File: config.mk
export PLATFORM = sky130hd
export DESIGN_NAME = char_lcd_write_sequencer
export DESIGN_NICKNAME = d
export VERILOG_FILES = /design/src/hw/rtl/clws_pkg.sv /design/src/hw/rtl/char_lcd_write_sequencer.sv /design/src/hw/rtl/clws_bcd_conv.sv /design/src/hw/rtl/clws_byte_tx.sv
export SDC_FILE = /design/constraint.sdc
export NUM_CORES = 1
export LEC_CHECK = 0
export BUFFER_PORTS_ARGS = -buffer_cell sky130_fd_sc_hd__buf_2
export CAP_MARGIN = 40
export CORE_MARGIN = 2
export CORE_UTILIZATION = 44
export CTS_CLUSTER_DIAMETER = 50
export CTS_CLUSTER_SIZE = 12
export DETAILED_ROUTE_END_ITERATION = 12
export PLACE_DENSITY = 0.64
export SLEW_MARGIN = 20
export SYNTH_ARGS = -nofsm -noshare
export SYNTH_HDL_FRONTEND = slang
export SYNTH_SLANG_ARGS = --single-unit
File: constraint.sdc
create_clock -name clk -period 5.1 [get_ports clk]
set_clock_uncertainty 0.1 [all_clocks]
set_input_delay 0.255 -clock clk [delete_from_list [all_inputs] [get_ports clk]]
set_output_delay 0.255 -clock clk [all_outputs]
set_load 0.02 [all_outputs]
File: src/hw/rtl/clws_pkg.sv
// ----------------------------------------------------------------------------
// clws_pkg
// shared types, constants and state encoding of the character lcd write
// sequencer
// ----------------------------------------------------------------------------
package clws_pkg;

  // defaults for the top level parameters
  localparam int LINE_TWO_BASE_DEF = 64;
  localparam int MAX_DIGITS_DEF    = 10;

  // width of the number field
  localparam int NUM_W = 32;

  // bus writes per request are capped, later writes are dropped
  localparam int MAX_WRITES = 40;
  localparam int WCNT_W     = $clog2(MAX_WRITES + 1);

  // lcd controller codes
  localparam logic [7:0] CMD_RETURN_HOME = 8'h02;
  localparam logic [7:0] CMD_SET_ADDRESS = 8'h80;
  localparam logic [7:0] WRAP_ADDRESS    = 8'h10;
  localparam logic [7:0] END_ADDRESS     = 8'h4F;
  localparam logic [7:0] NIBBLE_MASK     = 8'h0F;
  localparam logic [7:0] CHAR_ZERO       = 8'h30;

  // request kinds
  typedef enum logic [1:0] {
    MODE_COMMAND = 2'd0,
    MODE_CHAR    = 2'd1,
    MODE_MOVE    = 2'd2,
    MODE_NUMBER  = 2'd3
  } mode_t;

  // request word
  typedef struct packed {
    mode_t       mode;
    logic [7:0]  byte_value;
    logic [1:0]  row;
    logic [5:0]  column;
    logic [31:0] number;
  } req_t;

  // bus write word
  typedef struct packed {
    logic       reg_select;
    logic [7:0] bus_value;
    logic       last;
  } wr_t;

  // one byte handed from the sequencer to the bus write stage
  typedef struct packed {
    logic       first;
    logic       is_final;
    logic       reg_select;
    logic [7:0] value;
  } byte_cmd_t;

  // sequencer states
  typedef enum logic [3:0] {
    S_IDLE,
    S_COMMAND,
    S_MOVE,
    S_CONVERT,
    S_SKIP,
    S_DIGIT,
    S_WRAP,
    S_HOME,
    S_DATA
  } seq_state_t;

endpackage

File: src/hw/rtl/char_lcd_write_sequencer.sv
// ----------------------------------------------------------------------------
// char_lcd_write_sequencer
// requests: one at a time; the request side stalls until the state walk is back
//   in idle; a number request first runs the shift-add-3 converter, then skips
//   leading zeros and prints one digit at a time; line wraps, return home and
//   output stalls lengthen the walk
// reset: synchronous, clears the sequencer, the cursor counter and the bus
//   width register (4-bit bus)
// ----------------------------------------------------------------------------
module char_lcd_write_sequencer #(
  parameter int LINE_TWO_BASE = clws_pkg::LINE_TWO_BASE_DEF,
  parameter int MAX_DIGITS    = clws_pkg::MAX_DIGITS_DEF
) (
  input  logic           clk,
  input  logic           rst,
  // bus width register
  input  logic           cfg_write_en,
  input  logic           cfg_data,
  // request channel
  input  logic           req_valid,
  output logic           req_stall,
  input  clws_pkg::req_t req,
  // bus write channel
  output logic           wr_valid,
  input  logic           wr_stall,
  output clws_pkg::wr_t  wr
);
  import clws_pkg::*;

  localparam int         PTR_W         = (MAX_DIGITS > 1) ? $clog2(MAX_DIGITS) : 1;
  localparam logic [6:0] LINE_TWO_ADDR = 7'(LINE_TWO_BASE);

  // configuration
  logic eight_bit_bus;

  // sequencer
  seq_state_t        state;
  seq_state_t        state_next;
  logic [7:0]        cursor;
  mode_t             cur_mode;
  logic [7:0]        cur_byte;    // command, character, digit or target address
  logic [PTR_W-1:0]  ptr;         // digit being printed
  logic              first_byte;  // next byte opens the request

  // converter
  logic                    conv_start;
  logic                    conv_busy;
  logic [4*MAX_DIGITS-1:0] bcd;
  logic                    overflow;
  logic [3:0]              digit_sel;

  // byte handoff
  logic      issue_valid;
  byte_cmd_t issue;
  logic      byte_ready;
  logic      issue_fire;

  logic      accept;
  logic [7:0] move_sum;
  logic [6:0] move_addr;

  assign req_stall  = (state != S_IDLE);
  assign accept     = req_valid && !req_stall;
  assign conv_start = accept && (req.mode == MODE_NUMBER);
  assign digit_sel  = bcd[{ptr, 2'b00} +: 4];
  assign issue_fire = issue_valid && byte_ready;

  // cursor position for a move request
  always_comb begin
    if (req.row < 2'd2 && req.column < 6'd16) begin
      move_sum = req.row[0] ? ({1'b0, LINE_TWO_ADDR} + {2'b00, req.column})
                            : {2'b00, req.column};
    end else if (req.row > 2'd1) begin
      move_sum = {1'b0, LINE_TWO_ADDR} + {2'b00, req.column};
    end else if (req.column > 6'd16) begin
      // columns past the first line fold onto line two
      move_sum = {1'b0, LINE_TWO_ADDR} + {4'b0000, req.column[3:0]};
    end else begin
      // column sixteen of the first lines lands at home
      move_sum = 8'h00;
    end
    move_addr = move_sum[6:0];
  end

  clws_bcd_conv #(
    .MAX_DIGITS (MAX_DIGITS)
  ) u_bcd_conv (
    .clk      (clk),
    .rst      (rst),
    .start    (conv_start),
    .value    (req.number),
    .busy     (conv_busy),
    .bcd      (bcd),
    .overflow (overflow)
  );

  clws_byte_tx u_byte_tx (
    .clk           (clk),
    .rst           (rst),
    .eight_bit_bus (eight_bit_bus),
    .cmd_valid     (issue_valid),
    .cmd           (issue),
    .ready         (byte_ready),
    .wr_valid      (wr_valid),
    .wr_stall      (wr_stall),
    .wr            (wr)
  );

  // next state
  always_comb begin
    state_next = state;
    unique case (state) inside
      S_IDLE: begin
        if (accept) begin
          unique case (req.mode)
            MODE_COMMAND: state_next = S_COMMAND;
            MODE_CHAR:    state_next = S_WRAP;
            MODE_MOVE:    state_next = S_MOVE;
            MODE_NUMBER:  state_next = S_CONVERT;
            default:      state_next = S_IDLE;
          endcase
        end
      end
      S_COMMAND, S_MOVE: begin
        if (byte_ready) begin
          state_next = S_IDLE;
        end
      end
      S_CONVERT: begin
        if (!conv_busy) begin
          state_next = S_SKIP;
        end
      end
      S_SKIP: begin
        // leading zeros go unless the value ran past the digit limit
        if (overflow || digit_sel != 4'd0 || ptr == '0) begin
          state_next = S_DIGIT;
        end
      end
      S_DIGIT: state_next = S_WRAP;
      S_WRAP: begin
        if (!issue_valid || byte_ready) begin
          state_next = S_HOME;
        end
      end
      S_HOME: begin
        if (!issue_valid || byte_ready) begin
          state_next = S_DATA;
        end
      end
      S_DATA: begin
        if (byte_ready) begin
          if (cur_mode == MODE_NUMBER && ptr != '0) begin
            state_next = S_DIGIT;
          end else begin
            state_next = S_IDLE;
          end
        end
      end
      default: state_next = S_IDLE;
    endcase
  end

  // byte offered to the write stage
  always_comb begin
    issue_valid      = 1'b0;
    issue.first      = first_byte;
    issue.is_final   = 1'b0;
    issue.reg_select = 1'b0;
    issue.value      = cur_byte;
    unique case (state)
      S_COMMAND: begin
        issue_valid    = 1'b1;
        issue.is_final = 1'b1;
      end
      S_MOVE: begin
        issue_valid    = 1'b1;
        issue.is_final = 1'b1;
        issue.value    = CMD_SET_ADDRESS | {1'b0, cur_byte[6:0]};
      end
      S_WRAP: begin
        // end of line one: jump to the start of line two first
        issue_valid = (cursor == WRAP_ADDRESS);
        issue.value = CMD_SET_ADDRESS | {1'b0, LINE_TWO_ADDR};
      end
      S_HOME: begin
        // past the end of the display: return home
        issue_valid = (cursor > END_ADDRESS);
        issue.value = CMD_RETURN_HOME;
      end
      S_DATA: begin
        issue_valid      = 1'b1;
        issue.reg_select = 1'b1;
        issue.is_final   = (cur_mode == MODE_CHAR) || (ptr == '0);
      end
      default: begin
        issue_valid = 1'b0;
      end
    endcase
  end

  // control registers
  always_ff @(posedge clk) begin
    if (rst) begin
      state         <= S_IDLE;
      eight_bit_bus <= 1'b0;
      cursor        <= 8'h00;
      first_byte    <= 1'b0;
    end else begin
      state <= state_next;
      if (cfg_write_en) begin
        eight_bit_bus <= cfg_data;
      end
      if (accept) begin
        first_byte <= 1'b1;
      end else if (issue_fire) begin
        first_byte <= 1'b0;
      end
      if (issue_fire) begin
        case (state)
          S_MOVE:  cursor <= {1'b0, cur_byte[6:0]};
          S_WRAP:  cursor <= {1'b0, LINE_TWO_ADDR};
          S_HOME:  cursor <= 8'h00;
          S_DATA:  cursor <= cursor + 8'd1;
          default: cursor <= cursor;
        endcase
      end
    end
  end

  // request payload and digit walk
  always_ff @(posedge clk) begin
    if (accept) begin
      cur_mode <= req.mode;
      cur_byte <= (req.mode == MODE_MOVE) ? {1'b0, move_addr} : req.byte_value;
    end
    if (state == S_CONVERT && !conv_busy) begin
      ptr <= PTR_W'(MAX_DIGITS - 1);
    end
    if (state == S_SKIP && state_next == S_SKIP) begin
      ptr <= ptr - 1'b1;
    end
    if (state == S_DIGIT) begin
      cur_byte <= CHAR_ZERO | {4'b0000, digit_sel};
    end
    if (state == S_DATA && byte_ready && cur_mode == MODE_NUMBER && ptr != '0) begin
      ptr <= ptr - 1'b1;
    end
  end

endmodule

File: src/hw/rtl/clws_bcd_conv.sv
// ----------------------------------------------------------------------------
// clws_bcd_conv
// iterative binary to bcd converter, one shift-add-3 step per cycle; keeps
// the low MAX_DIGITS digits and flags a value that needs more of them
// ----------------------------------------------------------------------------
module clws_bcd_conv #(
  parameter int MAX_DIGITS = clws_pkg::MAX_DIGITS_DEF
) (
  input  logic                        clk,
  input  logic                        rst,
  input  logic                        start,
  input  logic [clws_pkg::NUM_W-1:0]  value,
  output logic                        busy,
  output logic [4*MAX_DIGITS-1:0]     bcd,
  output logic                        overflow
);
  import clws_pkg::*;

  localparam int BCD_W     = 4 * MAX_DIGITS;
  localparam int BIT_CNT_W = $clog2(NUM_W);

  logic [NUM_W-1:0]     bin;
  logic [BIT_CNT_W-1:0] bit_cnt;
  logic [BCD_W-1:0]     adj;

  // add 3 to every digit of 5 or more before the shift
  always_comb begin
    adj = bcd;
    for (int i = 0; i < MAX_DIGITS; i++) begin
      if (bcd[4*i +: 4] >= 4'd5) begin
        adj[4*i +: 4] = bcd[4*i +: 4] + 4'd3;
      end
    end
  end

  always_ff @(posedge clk) begin
    if (rst) begin
      busy <= 1'b0;
    end else if (start) begin
      busy <= 1'b1;
    end else if (busy && bit_cnt == BIT_CNT_W'(NUM_W - 1)) begin
      busy <= 1'b0;
    end
  end

  always_ff @(posedge clk) begin
    if (start) begin
      bin      <= value;
      bcd      <= '0;
      overflow <= 1'b0;
      bit_cnt  <= '0;
    end else if (busy) begin
      bcd      <= {adj[BCD_W-2:0], bin[NUM_W-1]};
      overflow <= overflow | adj[BCD_W-1];
      bin      <= {bin[NUM_W-2:0], 1'b0};
      bit_cnt  <= bit_cnt + 1'b1;
    end
  end

endmodule

File: src/hw/rtl/clws_byte_tx.sv
// ----------------------------------------------------------------------------
// clws_byte_tx
// bus write stage: splits a byte into nibbles on the 4-bit bus, counts the
// writes of a request, drops those past the cap and marks the last one
// ----------------------------------------------------------------------------
module clws_byte_tx (
  input  logic                clk,
  input  logic                rst,
  input  logic                eight_bit_bus,
  input  logic                cmd_valid,
  input  clws_pkg::byte_cmd_t cmd,
  output logic                ready,
  output logic                wr_valid,
  input  logic                wr_stall,
  output clws_pkg::wr_t       wr
);
  import clws_pkg::*;

  logic              busy;
  logic              low_phase;
  byte_cmd_t         cur;
  logic [WCNT_W-1:0] wcnt;
  logic              out_free;
  logic              last_piece;
  logic              capped;
  logic              advance;
  wr_t               word;

  assign ready      = !busy;
  assign out_free   = !wr_valid || !wr_stall;
  assign last_piece = eight_bit_bus || low_phase;
  assign capped     = (wcnt == WCNT_W'(MAX_WRITES));
  assign advance    = busy && (capped || out_free);

  always_comb begin
    word.reg_select = cur.reg_select;
    if (eight_bit_bus) begin
      word.bus_value = cur.value;
    end else if (low_phase) begin
      word.bus_value = cur.value & NIBBLE_MASK;
    end else begin
      word.bus_value = {4'b0000, cur.value[7:4]};
    end
    word.last = (cur.is_final && last_piece) || (wcnt == WCNT_W'(MAX_WRITES - 1));
  end

  always_ff @(posedge clk) begin
    if (rst) begin
      busy      <= 1'b0;
      low_phase <= 1'b0;
      wr_valid  <= 1'b0;
      wcnt      <= '0;
    end else begin
      if (advance && !capped) begin
        wr_valid <= 1'b1;
      end else if (!wr_stall) begin
        wr_valid <= 1'b0;
      end
      if (cmd_valid && !busy) begin
        busy      <= 1'b1;
        low_phase <= 1'b0;
        if (cmd.first) begin
          wcnt <= '0;
        end
      end else if (advance) begin
        if (last_piece) begin
          busy <= 1'b0;
        end else begin
          low_phase <= 1'b1;
        end
        if (!capped) begin
          wcnt <= wcnt + 1'b1;
        end
      end
    end
  end

  always_ff @(posedge clk) begin
    if (cmd_valid && !busy) begin
      cur <= cmd;
    end
    if (advance && !capped) begin
      wr <= word;
    end
  end

endmodule

## After elaboration in Yosys (flattened, before gate mapping)

Index checks and enable logic that the tools add are counted.

- Register bits: 136

- Add/subtract/negate cells: 16
- $lt $le $gt $ge: 15
- Eq/ne operators: 21
- Shift operators: 1
- Multiplexer cells: 52
- Bitwise gates (word level): 2
- Reduce and logical (&&, ||, !) cells: 50

Operators by type and width:

| operator | number |
|---|---|
| 4-bit two-way mux | 23 |
| 32-bit two-way mux | 2 |
| 4-bit by 2-bit adder with 4-bit output (second input constant) | 10 |
| 4-bit by 3-bit >= comparator with 1-bit output (second input constant) | 10 |
| 40-bit by 7-bit variable part select with 4-bit output | 1 |
| 4-bit one-hot mux with 8 select lines | 1 |
| 8-bit one-hot mux with 4 select lines | 1 |
| 7-bit two-way mux | 4 |
| 6-bit two-way mux | 4 |
| 8-bit one-hot mux with 3 select lines | 1 |
| 4-bit by 3-bit equality test with 1-bit output (second input constant) | 5 |
| 8-bit two-way mux | 2 |
| 4-bit one-hot mux with 4 select lines | 1 |
| 4-bit nonzero test | 4 |
| 1-bit logical AND | 14 |
| 6-bit equality test (second input constant) | 2 |
| 2-bit nonzero test | 6 |
| 1-bit two-way mux | 10 |
| 8-bit by 1-bit adder with 8-bit output (second input constant) | 1 |
| 4-bit by 2-bit equality test with 1-bit output (second input constant) | 2 |
| 8-bit by 5-bit equality test with 1-bit output (second input constant) | 1 |
| 8-bit by 7-bit > comparator with 1-bit output (second input constant) | 1 |
| 4-bit logical NOT | 2 |
| 1-bit logical OR | 8 |
| 28 further kinds | 41 |

## Longest topological paths before layout

- Depth after elaboration: 11
- Depth in mapped cells: 10

## Modules after synthesis

A second synthesis with hierarchy kept.

- Cells, all modules: 764
- Area, all modules: 7588.5 um^2

Modules (own cells, without submodules):

| module | times used | cells each | area an instance (um^2) | seq. area each (um^2) |
|---|---|---|---|---|
| clws_bcd_conv | 1 | 413 | 4266.6 | 1901.8 |
| char_lcd_write_sequencer | 1 | 263 | 2163.3 | 660.6 |
| clws_byte_tx | 1 | 88 | 1158.6 | 780.7 |

## Least setup slack after synthesis

No wires, ideal clock.

- Kind: reg-to-reg
- From: register state[0]
- To: register u_bcd_conv.bin[0], enable pin
- Arrival time: 2.298 ns
- Data required time: 4.611 ns
- Slack: 2.313 ns
- Stages on the path, launching flop included: 9
- Path buffers: 2
- Period minus slack after synthesis: 2.787 ns
- Cell sequence: dfxtp_1 > nor2_1 > nand2_1 > or2_2 > clkbuf_1 > inv_1 > nand2_1 > clkbuf_1 > nand2_1

- Cells in the longest elaborated chain, start to end: 5

RTL lines:

| item | line | source |
|---|---|---|
| start, declared | char_lcd_write_sequencer.sv:37 | `seq_state_t state;` |
| start signal, assigned | char_lcd_write_sequencer.sv:210 | `state <= state_next;` |
| 4-bit nonzero test | char_lcd_write_sequencer.sv:62 | `assign req_stall = (state != S_IDLE);` |
| 1-bit logical NOT | char_lcd_write_sequencer.sv:63 | `assign accept = req_valid && !req_stall;` |
| 1-bit logical AND | char_lcd_write_sequencer.sv:63 |  |
| named net accept | char_lcd_write_sequencer.sv:58 | `logic accept;` |
| 1-bit logical AND | char_lcd_write_sequencer.sv:64 | `assign conv_start = accept && (req.mode == MODE_NUMBER);` |
| 2-bit nonzero test (no source line) | - |  |
| end signal, assigned | clws_bcd_conv.sv:48 | `bin <= value;` |
| end signal, assigned | clws_bcd_conv.sv:55 | `bin <= {bin[NUM_W-2:0], 1'b0};` |
| end, declared | clws_bcd_conv.sv:22 | `logic [NUM_W-1:0] bin;` |

The timed path passes the listed nets, and every way through them passes these cells.
A chain may end at the register's enable or synchronous reset.

## Worst setup path in the final report

- From: register state[0]
- To: register u_bcd_conv.bcd[33]

- Cells in the longest elaborated chain, start to end: 4

RTL lines:

| item | line | source |
|---|---|---|
| 4-bit nonzero test | char_lcd_write_sequencer.sv:62 |  |
| 1-bit logical NOT | char_lcd_write_sequencer.sv:63 |  |
| 1-bit logical AND | char_lcd_write_sequencer.sv:63 |  |
| named net accept | char_lcd_write_sequencer.sv:58 |  |
| 1-bit logical AND | char_lcd_write_sequencer.sv:64 |  |
| end signal, assigned | clws_bcd_conv.sv:53 | `bcd <= {adj[BCD_W-2:0], bin[NUM_W-1]};` |
| end, declared | clws_bcd_conv.sv:14 | `output logic [4*MAX_DIGITS-1:0] bcd,` |

The timed path passes the listed nets, and every way through them passes these cells.

==> summary.txt <==
Clock network
  – H-tree Lvls: 4
  – Post-CTS setup buffers: 0
  – Hold_buf cts: 24
  – CTS sink count: around 140
  – CTS tree: built
  – Cts repair resizes: 0
  – CTS Buf Count: 17
  – Clock Root Buffer: clkbuf_16
  – CTS clk-pin slew, worst paths: around 0.070 ns
  – Clock Latency Late Sink: 0.42 ns
  – Clk buf depth: 2

Setup path
  – Critical path data arrival time: roughly 3.1 ns
  – Crit path launch type: flop
  – Crit path kind: reg -> reg
  – Crit-path max FO: 43
  – Reg2Reg Depth: 7
  – R2R Path Start: state[0]$_SDFF_PP0_
  – Critical Path RT: 5.29 ns
  – CP endpoint kind: flop
  – Internal reg-to-reg setup slack: between 2 and 2.5 ns
  – Worst flop-to-flop path endpoint: u_bcd_conv.bcd[33]$_SDFFE_PP0P_

Finish
  – Post-route insts no fill: ~1.1k
  – Final Cell Area: approximately 8500 um2
  – Register area: between 3000 and 4000 um2
  – Fillers: 1480
  – Diode count: 0
  – Nets: a little under 1k
  – Area taken by multi-input logic gates: about 3500 um2
  – Area Growth Syn to Fin: 19.3%
  – Fraction of layout cells with a size suffix above 1: around 14%

Drt
  – Post-route DRC: 0
  – Routed WL: roughly 15 mm
  – Via count: roughly 5.8k
  – Drt first pass iters: 5
  – DRT iter0 DRCs: around 350
  – WL/cell: approximately 13 um
  – Vias per inst: just over 5
  – Antenna-violating nets left: 0

Min path
  – Hold Path Depth: 3
  – Hold path startpoint: req[11]
  – Worst hold path type: in -> reg
  – Hold Path End: u_bcd_conv.bin[11]$_DFFE_PP_

Yosys
  – Primary FF master, synth: dfxtp_1
  – Syn nets: approximately 900
  – Top post-synthesis cells by count: nand2_1, nor2_1, dfxtp_1, a21oi_1, edfxtp_1
  – Top-count cell post-synth: nand2_1
  – Async S/R FF share, synth: 0%
  – Number of synthesized flops with an enable pin: just over 60
  – Synth area leader: edfxtp_1
  – Top cell type's share of synthesized area: between 20 and 30%
  – Synth top area cells: edfxtp_1, dfxtp_1, nand2_1
  – Gate Count Post-Synth: around 810
  – Warnings, synthesis: 0
  – Unique masters post-synth: 57
  – Register area share after synthesis: ~47%
  – Mapped cell area: 7170 um2
  – Synthesized flop and latch total: between 100 and 150
  – Syn_area_per_cell: slightly below 9 um2

STA
  – # setup viols final: 0
  – Highest clock rate: 341 MHz
  – Hold violation count in the final report: 0
  – Pins Over Slew Limit: 0
  – Slew headroom: between 40% and 50%
  – Setup TNS: 0 ns
  – Crit share post-route: between 50% and 60%
  – RSZ-0062 raised after global routing: false
  – Final min period: slightly below 3 ns
  – Worst Tran Pin Value: roughly 0.85 ns

Power and ir drop
  – LEAKAGE: 0.00338 uW
  – Power per cell area: roughly 420 nW/um2
  – Worst VDD drop: ~0.26 mV

Global routing
  – Antenna violations before repair: 0
  – Pin count of the biggest net entering global routing: between 40 and 50
  – Remaining global-route overflow: 0
  – First-pass GRT wire length: between 20 and 30 mm
  – Vias in the first global route: 5338
  – GRT Overall Usage: between 15 and 20%

Die
  – DIE WIDTH: 132 um
  – Die H: about 130 um
  – Die area: between 15000 and 20000 um2
  – CORE AREA: 15900 um2
  – Ports: just under 70
  – Row cnt: 46
  – Initial Util: a little under half

Placed design
  – Placed cell area: between 7000 and 8000 um2
  – Final GP Congestion: approximately 0.83
  – DP Cell Count: about 1.1k
  – HPWL Detailed: ~10 mm
  – Port buffer count: 67

Outcome
  – Status: finished clean

Flow run
  – Max cap viols: 0
power breakdown:
part | internal, uW | switching [uW]
combinational | 341 | 407
clock | 744 | 519
sequential | 1350 | 203
flip-flops by register name, indices dropped and copies added (netlist names):
register and count:
state 4, cur_mode 2, u_bcd_conv.bcd 40, first_byte 1, u_bcd_conv.busy 1, cur_byte 8
u_bcd_conv.overflow 1, u_byte_tx.busy 1, u_byte_tx.wr 10, u_byte_tx.wr_valid 1, eight_bit_bus 1, ptr 4
u_byte_tx.wcnt 6, cursor 8, u_bcd_conv.bit_cnt 5, u_byte_tx.cur 10, u_byte_tx.low_phase 1, u_bcd_conv.bin 32
worst max path at each step:
stage                         from  cells after the start                              end
2_1_floorplan  state[0]$_SDFF_PP0_                      8  u_bcd_conv.bin[0]$_SDFFCE_PN0P_
3_3_place_gp   state[0]$_SDFF_PP0_                      7     u_bcd_conv.bin[16]$_DFFE_PP_
3_5_place_dp      ptr[0]$_DFFE_PP_                      6                 ptr[1]$_DFFE_PP_
4_1_cts           ptr[0]$_DFFE_PP_                      6                 ptr[1]$_DFFE_PP_
5_1_grt        state[0]$_SDFF_PP0_                      7  u_bcd_conv.bcd[12]$_SDFFE_PP0P_
6_report       state[0]$_SDFF_PP0_                      7  u_bcd_conv.bcd[33]$_SDFFE_PP0P_
per-layer routing:
| metal | global-route usage [%] | vias to the layer above | share of wire, % | wire (um) |
|---|---|---|---|---|
| met3 | 4.36 | 11 | 3.5 | 523 |
| met2 | 29.2 | 92 | 47 | 7100 |
| met4 | 5.07 | 0 | 0.99 | 149 |
| met5 | 0 | - | 0 | 0 |
| li1 | - | 2963 | - | - |
| met1 | 23.5 | 2698 | 48 | 7270 |
cell families after synthesis:
logic type                 after synthesis  share of synthesized area [%]
DFF                                    136                           46.7
adders and majority gates               31                           5.41
and+or+nand+nor                        335                           21.2
AOI/OAI and AO/OA                      168                           13.7
buffers and inverters                   72                           3.89
xor gates and xnor gates                28                           3.42
muxes                                   36                           5.71
through the flow:
| step | total power, uW | hold WS, ns | utilization (%) | setup WS (ns) |
|---|---|---|---|---|
| 2_1_floorplan | 2100 | 0.234 | - | 2.31 |
| 3_3_place_gp | 2290 | 0.306 | 48.2 | 1.97 |
| 3_5_place_dp | 2310 | 0.306 | 48.3 | 2.16 |
| 4_1_cts | 3600 | 0.000754 | 53.7 | 2.16 |
| 5_1_grt | 3770 | 0.0148 | 53.8 | 1.95 |
| 6_report | 3570 | 0.00724 | 53.8 | 2.17 |
cell usage in the layout, fill, tap and decap left out, types with 12 or more instances in the layout:
cell type        n
nand3_1         20
o21ai_0         59
buf_2           67
edfxtp_1        62
mux2i_1         24
a21oi_1         66
xnor2_1         16
clkbuf_16       17
nor2_1          76
and2_1          14
ha_1            31
xor2_1          12
nand2_1        149
nand2b_1        21
nor3_1          22
inv_1           34
dlygate4sd3_1   24
dfxtp_1         74
critical path, cell delays in order (launching register included):
cell,delay (ns)
dfxtp_1,0.46
nor2_1,0.25
nand2_1,0.09
or2_2,0.40
inv_1,0.23
and2_2,0.61
buf_4,0.52
nor2_1,0.10
area by class of cell:
class	instances	share of cell area, %
sequential	136	39.1
timing repair buffer	98	7.53
multi-input combinational	598	41.5
inverter	35	1.54
clock inverter	15	2.20
tap	216	3.16
clock buffer	17	4.98
No activity file was read; power rests on OpenSTA's default activity.
